<file path="config.mk">
export PLATFORM = sky130hd
export DESIGN_NAME = framed_manchester_emitter_unit
export DESIGN_NICKNAME = d
export VERILOG_FILES = /design/src/rtl/fme_pkg.sv /design/src/rtl/fme_front.sv /design/src/rtl/fme_back.sv /design/src/rtl/framed_manchester_emitter_unit.sv
export VERILOG_INCLUDE_DIRS = /design/src /design/src/rtl
export SDC_FILE = /design/constraint.sdc
export NUM_CORES = 1
export LEC_CHECK = 0
export ABC_AREA = 1
export ABC_CLOCK_PERIOD_IN_PS = 3100
export BUFFER_PORTS_ARGS = -buffer_cell sky130_fd_sc_hd__buf_2
export CAP_MARGIN = 15
export CORE_MARGIN = 1.5
export CORE_UTILIZATION = 45
export DETAILED_ROUTE_END_ITERATION = 6
export SYNTH_ARGS = -nofsm -noshare
export SYNTH_HDL_FRONTEND = slang
export SYNTH_HIERARCHICAL = 1
export SYNTH_SLANG_ARGS = --single-unit
</file>
<file path="constraint.sdc">
create_clock -name clk -period 3.1 [get_ports clk]
set_input_delay 0.31 -clock clk [delete_from_list [all_inputs] [get_ports clk]]
set_output_delay 0.31 -clock clk [all_outputs]
set_load 0.01 [all_outputs]
</file>
<file path="src/rtl/framed_manchester_emitter_unit_macros.svh">
// Assertion macros shared by the framed Manchester emitter RTL.
// Depends on nothing; users must have clk and rst_n in scope.
`ifndef FRAMED_MANCHESTER_EMITTER_UNIT_MACROS_SVH
`define FRAMED_MANCHESTER_EMITTER_UNIT_MACROS_SVH
`ifndef SYNTHESIS
// Check a condition at every clock edge out of reset.
`define FME_ASSERT_ALWAYS(lbl, expr, msg) \
    lbl: assert property (@(posedge clk) disable iff (!rst_n) (expr)) else $error(msg);
// Check a consequence in the same cycle as its cause.
`define FME_ASSERT_IMPL(lbl, ante, cons, msg) \
    lbl: assert property (@(posedge clk) disable iff (!rst_n) (ante) |-> (cons)) else $error(msg);
// Check a consequence in the cycle after its cause.
`define FME_ASSERT_NEXT(lbl, ante, cons, msg) \
    lbl: assert property (@(posedge clk) disable iff (!rst_n) (ante) |=> (cons)) else $error(msg);
`else
`define FME_ASSERT_ALWAYS(lbl, expr, msg)
`define FME_ASSERT_IMPL(lbl, ante, cons, msg)
`define FME_ASSERT_NEXT(lbl, ante, cons, msg)
`endif
`endif

</file>
<file path="src/rtl/fme_pkg.sv">
// Shared types, codes and the Manchester word encoder of the framed emitter.
// No dependencies.
package fme_pkg;

    typedef logic [1:0] op_t;
    localparam op_t OP_TICK = 2'd0;
    localparam op_t OP_BYTE = 2'd1;
    localparam op_t OP_LAST = 2'd2;

    typedef logic [2:0] status_t;
    localparam status_t ST_TICK      = 3'd0;
    localparam status_t ST_STORED    = 3'd1;
    localparam status_t ST_STARTED   = 3'd2;
    localparam status_t ST_BUSY      = 3'd3;
    localparam status_t ST_TOO_LONG  = 3'd4;

    typedef logic [1:0] cfg_idx_t;
    localparam cfg_idx_t CFG_SYNC  = 2'd0;
    localparam cfg_idx_t CFG_STX   = 2'd1;
    localparam cfg_idx_t CFG_ETX   = 2'd2;

    localparam logic [7:0] SYNC_RESET    = 8'd213;
    localparam logic [7:0] STX_RESET     = 8'd2;
    localparam logic [7:0] ETX_RESET     = 8'd3;
    localparam logic [7:0] PREAMBLE_BYTE = 8'hAA;

    localparam logic [4:0] WORD_HALF_BITS = 5'd20;
    localparam logic [6:0] PREAMBLE_LEN   = 7'd3;
    localparam logic [6:0] SYNC_POS       = 7'd3;
    localparam logic [6:0] STX_POS        = 7'd4;
    localparam logic [6:0] PAYLOAD_POS    = 7'd5;
    localparam logic [6:0] FRAME_OVERHEAD = 7'd6;

    typedef struct packed {
        op_t        op;
        logic [7:0] data;
    } item_t;

    typedef struct packed {
        logic [7:0] sync_byte;
        logic [7:0] start_text_byte;
        logic [7:0] end_text_byte;
    } cfg_t;

    // Start 1,0; data LSB first (1 -> 0,1 and 0 -> 1,0); stop 0,1.
    function automatic logic [31:0] encode_word(input logic [7:0] byte_in);
        logic [31:0] word;
        word = 32'h0000_0001;
        for (int i = 0; i < 8; i++)
        begin
            word[2 + 2 * i]     = ~byte_in[i];
            word[2 + 2 * i + 1] = byte_in[i];
        end
        word[19] = 1'b1;
        return word;
    endfunction

endpackage

</file>
<file path="src/rtl/fme_front.sv">
// Front end of the framed emitter: input acceptance, classification, 2-entry queue.
// Depends on fme_pkg and the assertion macro header.
`include "framed_manchester_emitter_unit_macros.svh"
module fme_front (
    input  logic            clk,
    input  logic            rst_n,
    input  logic            s_tvalid,
    output logic            s_tready,
    input  logic [7:0]      s_tdata,
    input  logic            s_tuser,
    input  logic            s_tlast,
    output logic            q_valid,
    input  logic            q_ready,
    output fme_pkg::item_t  q_item
);
    import fme_pkg::*;

    localparam logic [1:0] QUEUE_FULL = 2'd2;

    item_t       entry_reg [0:1];
    logic        wr_ptr_reg, wr_ptr_next;
    logic        rd_ptr_reg, rd_ptr_next;
    logic [1:0]  cnt_reg, cnt_next;
    logic        push, pop;
    item_t       classified;

    assign s_tready = (cnt_reg != QUEUE_FULL);
    assign q_valid  = (cnt_reg != 2'd0);
    assign q_item   = entry_reg[rd_ptr_reg];
    assign push     = s_tvalid && s_tready;
    assign pop      = q_valid && q_ready;

    // Decode kind and last flag into one operation code.
    always_comb
    begin
        classified.data = s_tdata;
        if (!s_tuser)
            classified.op = OP_TICK;
        else if (s_tlast)
            classified.op = OP_LAST;
        else
            classified.op = OP_BYTE;
    end

    always_comb
    begin
        wr_ptr_next = push ? ~wr_ptr_reg : wr_ptr_reg;
        rd_ptr_next = pop ? ~rd_ptr_reg : rd_ptr_reg;
        cnt_next    = cnt_reg;
        if (push && !pop)
            cnt_next = cnt_reg + 2'd1;
        else if (pop && !push)
            cnt_next = cnt_reg - 2'd1;
    end

    always_ff @(posedge clk or negedge rst_n)
    begin
        if (!rst_n)
        begin
            wr_ptr_reg <= 1'b0;
            rd_ptr_reg <= 1'b0;
            cnt_reg    <= 2'd0;
        end
        else
        begin
            wr_ptr_reg <= wr_ptr_next;
            rd_ptr_reg <= rd_ptr_next;
            cnt_reg    <= cnt_next;
        end
    end

    always_ff @(posedge clk)
    begin
        if (push)
            entry_reg[wr_ptr_reg] <= classified;
    end

    `FME_ASSERT_ALWAYS(a_cnt_bound, cnt_reg <= QUEUE_FULL, "queue count above depth")
    `FME_ASSERT_NEXT(a_push_grows, push && !pop, cnt_reg == $past(cnt_reg) + 2'd1, "push lost")
    `FME_ASSERT_NEXT(a_pop_shrinks, pop && !push, cnt_reg == $past(cnt_reg) - 2'd1, "pop lost")
    `FME_ASSERT_IMPL(a_ptr_match, cnt_reg == 2'd0, wr_ptr_reg == rd_ptr_reg, "empty queue ptr skew")

endmodule

</file>
<file path="src/rtl/fme_back.sv">
// Back end of the framed emitter: payload store, frame sequencer, shift register,
// result register. Depends on fme_pkg and the assertion macro header.
`include "framed_manchester_emitter_unit_macros.svh"
module fme_back #(
    parameter int unsigned PAYLOAD_MAX = 32
) (
    input  logic            clk,
    input  logic            rst_n,
    input  fme_pkg::cfg_t   cfg,
    input  logic            in_valid,
    output logic            in_ready,
    input  fme_pkg::item_t  item,
    output logic            out_valid,
    input  logic            out_ready,
    output logic            out_line,
    output logic [2:0]      out_status,
    output logic            out_busy
);
    import fme_pkg::*;

    localparam int unsigned AW   = (PAYLOAD_MAX > 1) ? $clog2(PAYLOAD_MAX) : 1;
    localparam logic [6:0]  PMAX = 7'(PAYLOAD_MAX);

    logic [7:0]  payload_store_reg [0:PAYLOAD_MAX-1];
    logic [7:0]  rd_data_reg;

    logic [6:0]  load_count_reg, load_count_next;
    logic        load_ovf_reg, load_ovf_next;
    logic        active_reg, active_next;
    logic [6:0]  pos_reg, pos_next;
    logic [6:0]  len_reg, len_next;
    logic [31:0] shift_reg, shift_next;
    logic [4:0]  hb_reg, hb_next;

    logic        out_valid_reg, out_valid_next;
    logic        line_reg, line_next;
    status_t     status_reg, status_next;
    logic        busy_reg;

    logic        advance;
    logic        mem_we;
    logic [6:0]  pay_off;
    logic [6:0]  pay_cnt;
    logic [4:0]  hb_dec;
    logic [7:0]  frame_byte;

    assign in_ready   = !out_valid_reg || out_ready;
    assign advance    = in_valid && in_ready;
    assign out_valid  = out_valid_reg;
    assign out_line   = line_reg;
    assign out_status = status_reg;
    assign out_busy   = busy_reg;

    assign pay_off = pos_reg - PAYLOAD_POS;
    assign pay_cnt = len_reg - FRAME_OVERHEAD;
    assign hb_dec  = hb_reg - 5'd1;

    // Pick the byte at the current frame position.
    always_comb
    begin
        if (pos_reg < PREAMBLE_LEN)
            frame_byte = PREAMBLE_BYTE;
        else if (pos_reg == SYNC_POS)
            frame_byte = cfg.sync_byte;
        else if (pos_reg == STX_POS)
            frame_byte = cfg.start_text_byte;
        else if (pay_off < pay_cnt)
            frame_byte = rd_data_reg;
        else
            frame_byte = cfg.end_text_byte;
    end

    always_comb
    begin
        load_count_next = load_count_reg;
        load_ovf_next   = load_ovf_reg;
        active_next     = active_reg;
        pos_next        = pos_reg;
        len_next        = len_reg;
        shift_next      = shift_reg;
        hb_next         = hb_reg;
        line_next       = 1'b0;
        status_next     = ST_TICK;
        mem_we          = 1'b0;
        out_valid_next  = out_valid_reg && !out_ready;

        if (advance)
        begin
            out_valid_next = 1'b1;
            case (item.op)
                OP_TICK:
                begin
                    line_next  = shift_reg[0];
                    shift_next = {1'b0, shift_reg[31:1]};
                    hb_next    = hb_dec;
                    if (hb_dec == 5'd0)
                    begin
                        hb_next = WORD_HALF_BITS;
                        if (active_reg)
                        begin
                            if (pos_reg < len_reg)
                            begin
                                shift_next = encode_word(frame_byte);
                                pos_next   = pos_reg + 7'd1;
                            end
                            else
                            begin
                                active_next = 1'b0;
                                pos_next    = 7'd0;
                                len_next    = 7'd0;
                            end
                        end
                    end
                end
                OP_BYTE, OP_LAST:
                begin
                    if (active_reg)
                        status_next = ST_BUSY;
                    else
                    begin
                        if (load_count_reg < PMAX)
                        begin
                            mem_we          = 1'b1;
                            load_count_next = load_count_reg + 7'd1;
                        end
                        else
                            load_ovf_next = 1'b1;

                        if (item.op == OP_LAST)
                        begin
                            if (load_ovf_next)
                                status_next = ST_TOO_LONG;
                            else
                            begin
                                len_next    = load_count_next + FRAME_OVERHEAD;
                                pos_next    = 7'd0;
                                active_next = 1'b1;
                                status_next = ST_STARTED;
                            end
                            load_count_next = 7'd0;
                            load_ovf_next   = 1'b0;
                        end
                        else
                            status_next = load_ovf_next ? ST_TOO_LONG : ST_STORED;
                    end
                end
                default:
                begin
                    status_next = ST_TICK;
                end
            endcase
        end
    end

    always_ff @(posedge clk or negedge rst_n)
    begin
        if (!rst_n)
        begin
            load_count_reg <= 7'd0;
            load_ovf_reg   <= 1'b0;
            active_reg     <= 1'b0;
            pos_reg        <= 7'd0;
            len_reg        <= 7'd0;
            shift_reg      <= 32'hFFFF_FFFF;
            hb_reg         <= WORD_HALF_BITS;
            out_valid_reg  <= 1'b0;
        end
        else
        begin
            load_count_reg <= load_count_next;
            load_ovf_reg   <= load_ovf_next;
            active_reg     <= active_next;
            pos_reg        <= pos_next;
            len_reg        <= len_next;
            shift_reg      <= shift_next;
            hb_reg         <= hb_next;
            out_valid_reg  <= out_valid_next;
        end
    end

    // Result payload: load on advance, hold otherwise.
    always_ff @(posedge clk)
    begin
        if (advance)
        begin
            line_reg   <= line_next;
            status_reg <= status_next;
            busy_reg   <= active_next;
        end
    end

    // Payload store: write at the fill count, read ahead at the frame position.
    always_ff @(posedge clk)
    begin
        if (mem_we)
            payload_store_reg[load_count_reg[AW-1:0]] <= item.data;
        rd_data_reg <= payload_store_reg[pay_off[AW-1:0]];
    end

    `FME_ASSERT_ALWAYS(a_hb_range, (hb_reg != 5'd0) && (hb_reg <= WORD_HALF_BITS), "hb range")
    `FME_ASSERT_IMPL(a_len_valid, active_reg, len_reg > FRAME_OVERHEAD, "short frame active")
    `FME_ASSERT_IMPL(a_pos_bound, active_reg, pos_reg <= len_reg, "frame position past end")
    `FME_ASSERT_IMPL(a_idle_clear, !active_reg, (pos_reg == 7'd0) && (len_reg == 7'd0), "idle dirty")
    `FME_ASSERT_IMPL(a_ovf_full, load_ovf_reg, load_count_reg == PMAX, "overflow before full")

endmodule

</file>
<file path="src/rtl/framed_manchester_emitter_unit.sv">
// Top level of the framed Manchester emitter: configuration registers and port packing.
// Depends on fme_pkg, fme_front and fme_back.
//
//  Channel  Dir  Handshake          Contents
//  s_*      in   tvalid/tready      tdata: data_byte; tuser: kind; tlast: last_byte
//  m_*      out  tvalid/tready      tdata: line_level, busy_res; tuser: status
//  cfg_*    in   cfg_we only        cfg_index selects sync, start-of-text, end-of-text byte
//
// One transaction is accepted per cycle while the front queue has room; each input
// transaction yields exactly one result transaction, held first in the front queue and
// then in the result register. The back end updates all frame state for each item.
// Reset clears all control state; the payload store is not cleared and needs no sweep.
// A stalled output holds its result; the two-entry front queue takes input until full.
module framed_manchester_emitter_unit #(
    parameter int unsigned PAYLOAD_MAX = 32
) (
    input  logic        clk,
    input  logic        rst_n,
    input  logic        s_tvalid,
    output logic        s_tready,
    input  logic [7:0]  s_tdata,   // [7:0] data_byte
    input  logic        s_tuser,   // [0] kind
    input  logic        s_tlast,
    output logic        m_tvalid,
    input  logic        m_tready,
    output logic [7:0]  m_tdata,   // [0] line_level, [1] busy_res, [7:2] zero
    output logic [2:0]  m_tuser,   // [2:0] status
    input  logic        cfg_we,
    input  logic [1:0]  cfg_index,
    input  logic [7:0]  cfg_data
);
    import fme_pkg::*;

    cfg_t   cfg_reg, cfg_next;
    logic   q_valid;
    logic   q_ready;
    item_t  q_item;
    logic   res_line;
    logic   res_busy;

    // Write the selected register; drop writes to unknown indexes.
    always_comb
    begin
        cfg_next = cfg_reg;
        if (cfg_we)
        begin
            case (cfg_index)
                CFG_SYNC: cfg_next.sync_byte       = cfg_data;
                CFG_STX:  cfg_next.start_text_byte = cfg_data;
                CFG_ETX:  cfg_next.end_text_byte   = cfg_data;
                default:  cfg_next = cfg_reg;
            endcase
        end
    end

    always_ff @(posedge clk or negedge rst_n)
    begin
        if (!rst_n)
        begin
            cfg_reg.sync_byte       <= SYNC_RESET;
            cfg_reg.start_text_byte <= STX_RESET;
            cfg_reg.end_text_byte   <= ETX_RESET;
        end
        else
            cfg_reg <= cfg_next;
    end

    // Accept and classify input items, buffer them for the back end.
    fme_front u_front (
        .clk      (clk),
        .rst_n    (rst_n),
        .s_tvalid (s_tvalid),
        .s_tready (s_tready),
        .s_tdata  (s_tdata),
        .s_tuser  (s_tuser),
        .s_tlast  (s_tlast),
        .q_valid  (q_valid),
        .q_ready  (q_ready),
        .q_item   (q_item)
    );

    // Advance the frame sequencer and line shift register, register the result.
    fme_back #(
        .PAYLOAD_MAX (PAYLOAD_MAX)
    ) u_back (
        .clk        (clk),
        .rst_n      (rst_n),
        .cfg        (cfg_reg),
        .in_valid   (q_valid),
        .in_ready   (q_ready),
        .item       (q_item),
        .out_valid  (m_tvalid),
        .out_ready  (m_tready),
        .out_line   (res_line),
        .out_status (m_tuser),
        .out_busy   (res_busy)
    );

    assign m_tdata = {6'b00_0000, res_busy, res_line};

endmodule
</file>
==> summary.md <==
| Metric | Value |
|---|---|
| Crit path max-delay cell type | `dfrtp_4` |
| Dpl cells | `2022` |
| RSZ-0062 raised after global routing | `no` |
| Status | `completed` |
| Post-synth EDFFs | `281` |
| Max-cap violations | `0` |
| Clock tree sinks | `378` |
| Antenna Violating Nets Remaining | `0` |
| Seq/Total Area, Yosys | `0.6506` |
| Maximum level of the CTS H-tree | `2` |
| Final std cells w/o fill | `~2100` |
| HP Class | `in -> reg` |
| Global Route Usage Sum | `0.2013` |
| WP data arrival | `3.29 ns` |
| Cell row count | `70` |
| Initial antenna violation count | `0` |
| Min Hold Slack | `0.01687 ns` |
| WL per Instance | `17.85 um` |
| First-pass iteration count of the detailed router | `7` |
| Die Area | `between 30000 and 40000 um2` |
| Kind of end point of the critical path | `register` |
| Synthesized flop and latch total | `between 300 and 400` |
| Largest fanout on the critical path | `6` |
| Antenna diodes | `0` |
| Cell area after synthesis | `16720 um2` |
| Synthesized area per cell | `10.85 um2` |
| Total routed wirelength | `37610 um` |
| Ports | `38` |
| CTS Buf Count | `39` |
| Filler cells | `approximately 3200` |
| Nets@finish | `1661` |
| Final Cycle Share | `0.8991` |
| R2R Setup Slk | `~0.31 ns` |
| Crit path launch type | `register` |
| Synth warnings | `6` |
| Cell mode on critical path | `nand2_1` |
| Vias | `11190` |
| Top delay family on crit path | `simple AND/OR/NAND/NOR gates` |
| Crit path time final | `~2.8 ns` |
| Crit path cell chain | `clkinv_2, ha_1, or2_4, nand2_2, nor3_1, xor2_1, ha_1, nand2_1, inv_1, a21oi_4, buf_4, nand3_1, nand3_1, nand2_1, nand2_1, nand2_1, nand3_1, nand2_1, inv_1` |
| Setup TNS Final | `0 ns` |
| CP required | `approximately 3.6 ns` |
| Avg Vias per Cell | `around 5.3` |
| Pleak | `between 7 and 8 nW` |
| Critical setup path kind | `reg -> reg` |
| Syn-to-layout area delta | `12.87%` |
| Port bufs | `31` |
| Syn Inst Count | `~1500` |
| Final Hold Vio Count | `0` |
| Die Y | `195.8 um` |
| Clock Skews | `0.01781 ns` |
| Clock buffer depth | `3` |
| Chip Width | `195.8 um` |
| Yosys cell types | `48` |
| Worst slew margin | `0.4329` |
| Dpl hpwl | `22730 um` |
| Largest net degree at the start of global routing | `~130` |
| RePlAce Congestion | `0.8281` |
| Top flip-flop cell by instance count after synthesis | `edfxtp_1` |
| CTS tree | `yes` |
| Fmax | `~360 MHz` |
| First-pass GRT wire length | `60330 um` |
| Root Driver | `clkbuf_16` |
| Maximum vdd drop | `0.9022 mV` |
| Post-route DRC violation count | `0` |
| Final setup viols | `0` |
| Final Core Density | `0.5155` |
| Power per cell area | `1020 nW/um2` |
| Max incr delay on CP | `0.43 ns` |
| Worst Max-Slew Pin Slew | `0.8476 ns` |
| Max reg flops | `256` |
| Total gr overflow | `0` |
| Max Transition Viols Final | `0` |
| Iteration-0 DRC Markers | `975` |
| CP Buf/Inv Count | `4` |
| Starting Density | `0.4567` |
| Synth async-reset ratio | `0.2354` |
| Core area | `36610 um2` |
| Post-CTS clock slew at the launch and capture registers of the worst setup and hold paths | `0.07 ns` |
| Number of global-route vias before repair | `approximately 11000` |
| Worst skew pair latency | `between 0.5 and 0.6 ns` |
| Proportion of layout cells with a drive suffix above 1 | `0.1452` |
[worst paths after layout]
kind | startpoint | to | depth (start not counted)
hold / removal | cfg_data[7] | cfg_reg[23] | 3
setup / recovery | u_back/pos_reg[0] | u_back/shift_reg[13] | 19
hold reg to reg | cfg_reg[0] | cfg_reg[0] | 2
min in group asynchronous | rst_n | cfg_reg[21] | 2
setup reg to reg | u_back/pos_reg[0] | u_back/shift_reg[13] | 19
max in group asynchronous | rst_n | u_back/shift_reg[25] | 3
[placed cells by master (no fill, tap or decap), types with 20 or more instances in the layout]
cell type  instances
inv_1             83
buf_2             30
o211ai_1          33
nor2_1           242
ha_1              27
dfrtp_1           46
clkbuf_16         39
nand4_1           20
nand3_1          115
nand2_1          261
dfstp_2           42
o221ai_1          32
o21ai_0          151
buf_4             62
a21oi_1           21
edfxtp_1         281
[tightest hold or removal path, cell delays in order]
cell and delay [ns]:
buf_2 0.12, nand3_1 0.08, nand2_1 0.05
[cell usage after synthesis (all sizes together) (17+ instances only)]
cell type,instances,share of area
edfxtp,281,0.50
nand2,272,0.064
nor2,248,0.058
o21ai,153,0.046
nand3,119,0.038
inv,94,0.021
buf,52,0.021
dfrtp,47,0.070
dfstp,42,0.066
o211ai,33,0.015
clkbuf,32,0.0072
o221ai,32,0.017
ha,28,0.021
a21oi,23,0.0078
nand4,20,0.0075
xor2,17,0.012
[layer usage]
layer  global-route usage  wire [um]  up-vias
met1               0.2814      17150     5413
met2               0.3348      18050      248
met5                    0          0        -
li1                     -          -     5481
met4              0.04986        634        0
met3              0.02682       1777       46
[power breakdown]
part	internal [mW]	switching (mW)	leakage, nW
sequential	6.68	0.333	3.64
clock	2.49	1.96	0.589
combinational	2.46	5.33	3.09
total	11.6	7.62	7.32
[per-stage QoR]
stage	area (um2)	power, mW	setup WS (ns)
after floorplan	16750	12.36	0.02990
after global placement	17520	14.64	0.2991
after detailed placement	17520	14.76	0.2096
after CTS	18820	19.26	0.2227
after global routing	18870	20.55	0.01544
final	18870	19.24	0.3127
[cell type report]
type                            count  area (um2)  area share
Multi-Input combinational cell    990        5047      0.2675
Sequential cell                   378       10880      0.5766
Tap cell                          468       585.6     0.03103
Clock inverter                     22       172.7    0.009149
Timing Repair Buffer              105       793.3     0.04203
Clock buffer                       50        1037     0.05496
Inverter                           94       354.1     0.01876
[repair_timing]
item                                    4_1_cts  5_1_grt
buffers inserted                              0        3
hold buffers                                  9        0
hold endpoints to repair                     56        0
resized for setup                             0        0
endpoints found under the setup margin        0       11
[cells by family (layout without fill, tap and decap cells)]
group,count (synthesis),after routing,synth area share
buffers and inverters,178,271,0.04939
flip-flops,378,378,0.6506
XOR/XNOR,19,19,0.01310
adder cells (fa/ha/maj),28,28,0.02095
AND/OR/NAND/NOR,678,678,0.1731
AO/OA/AOI/OAI,259,259,0.09264
other,1,6,0.0002243
Power figures use the tool's default switching activity.
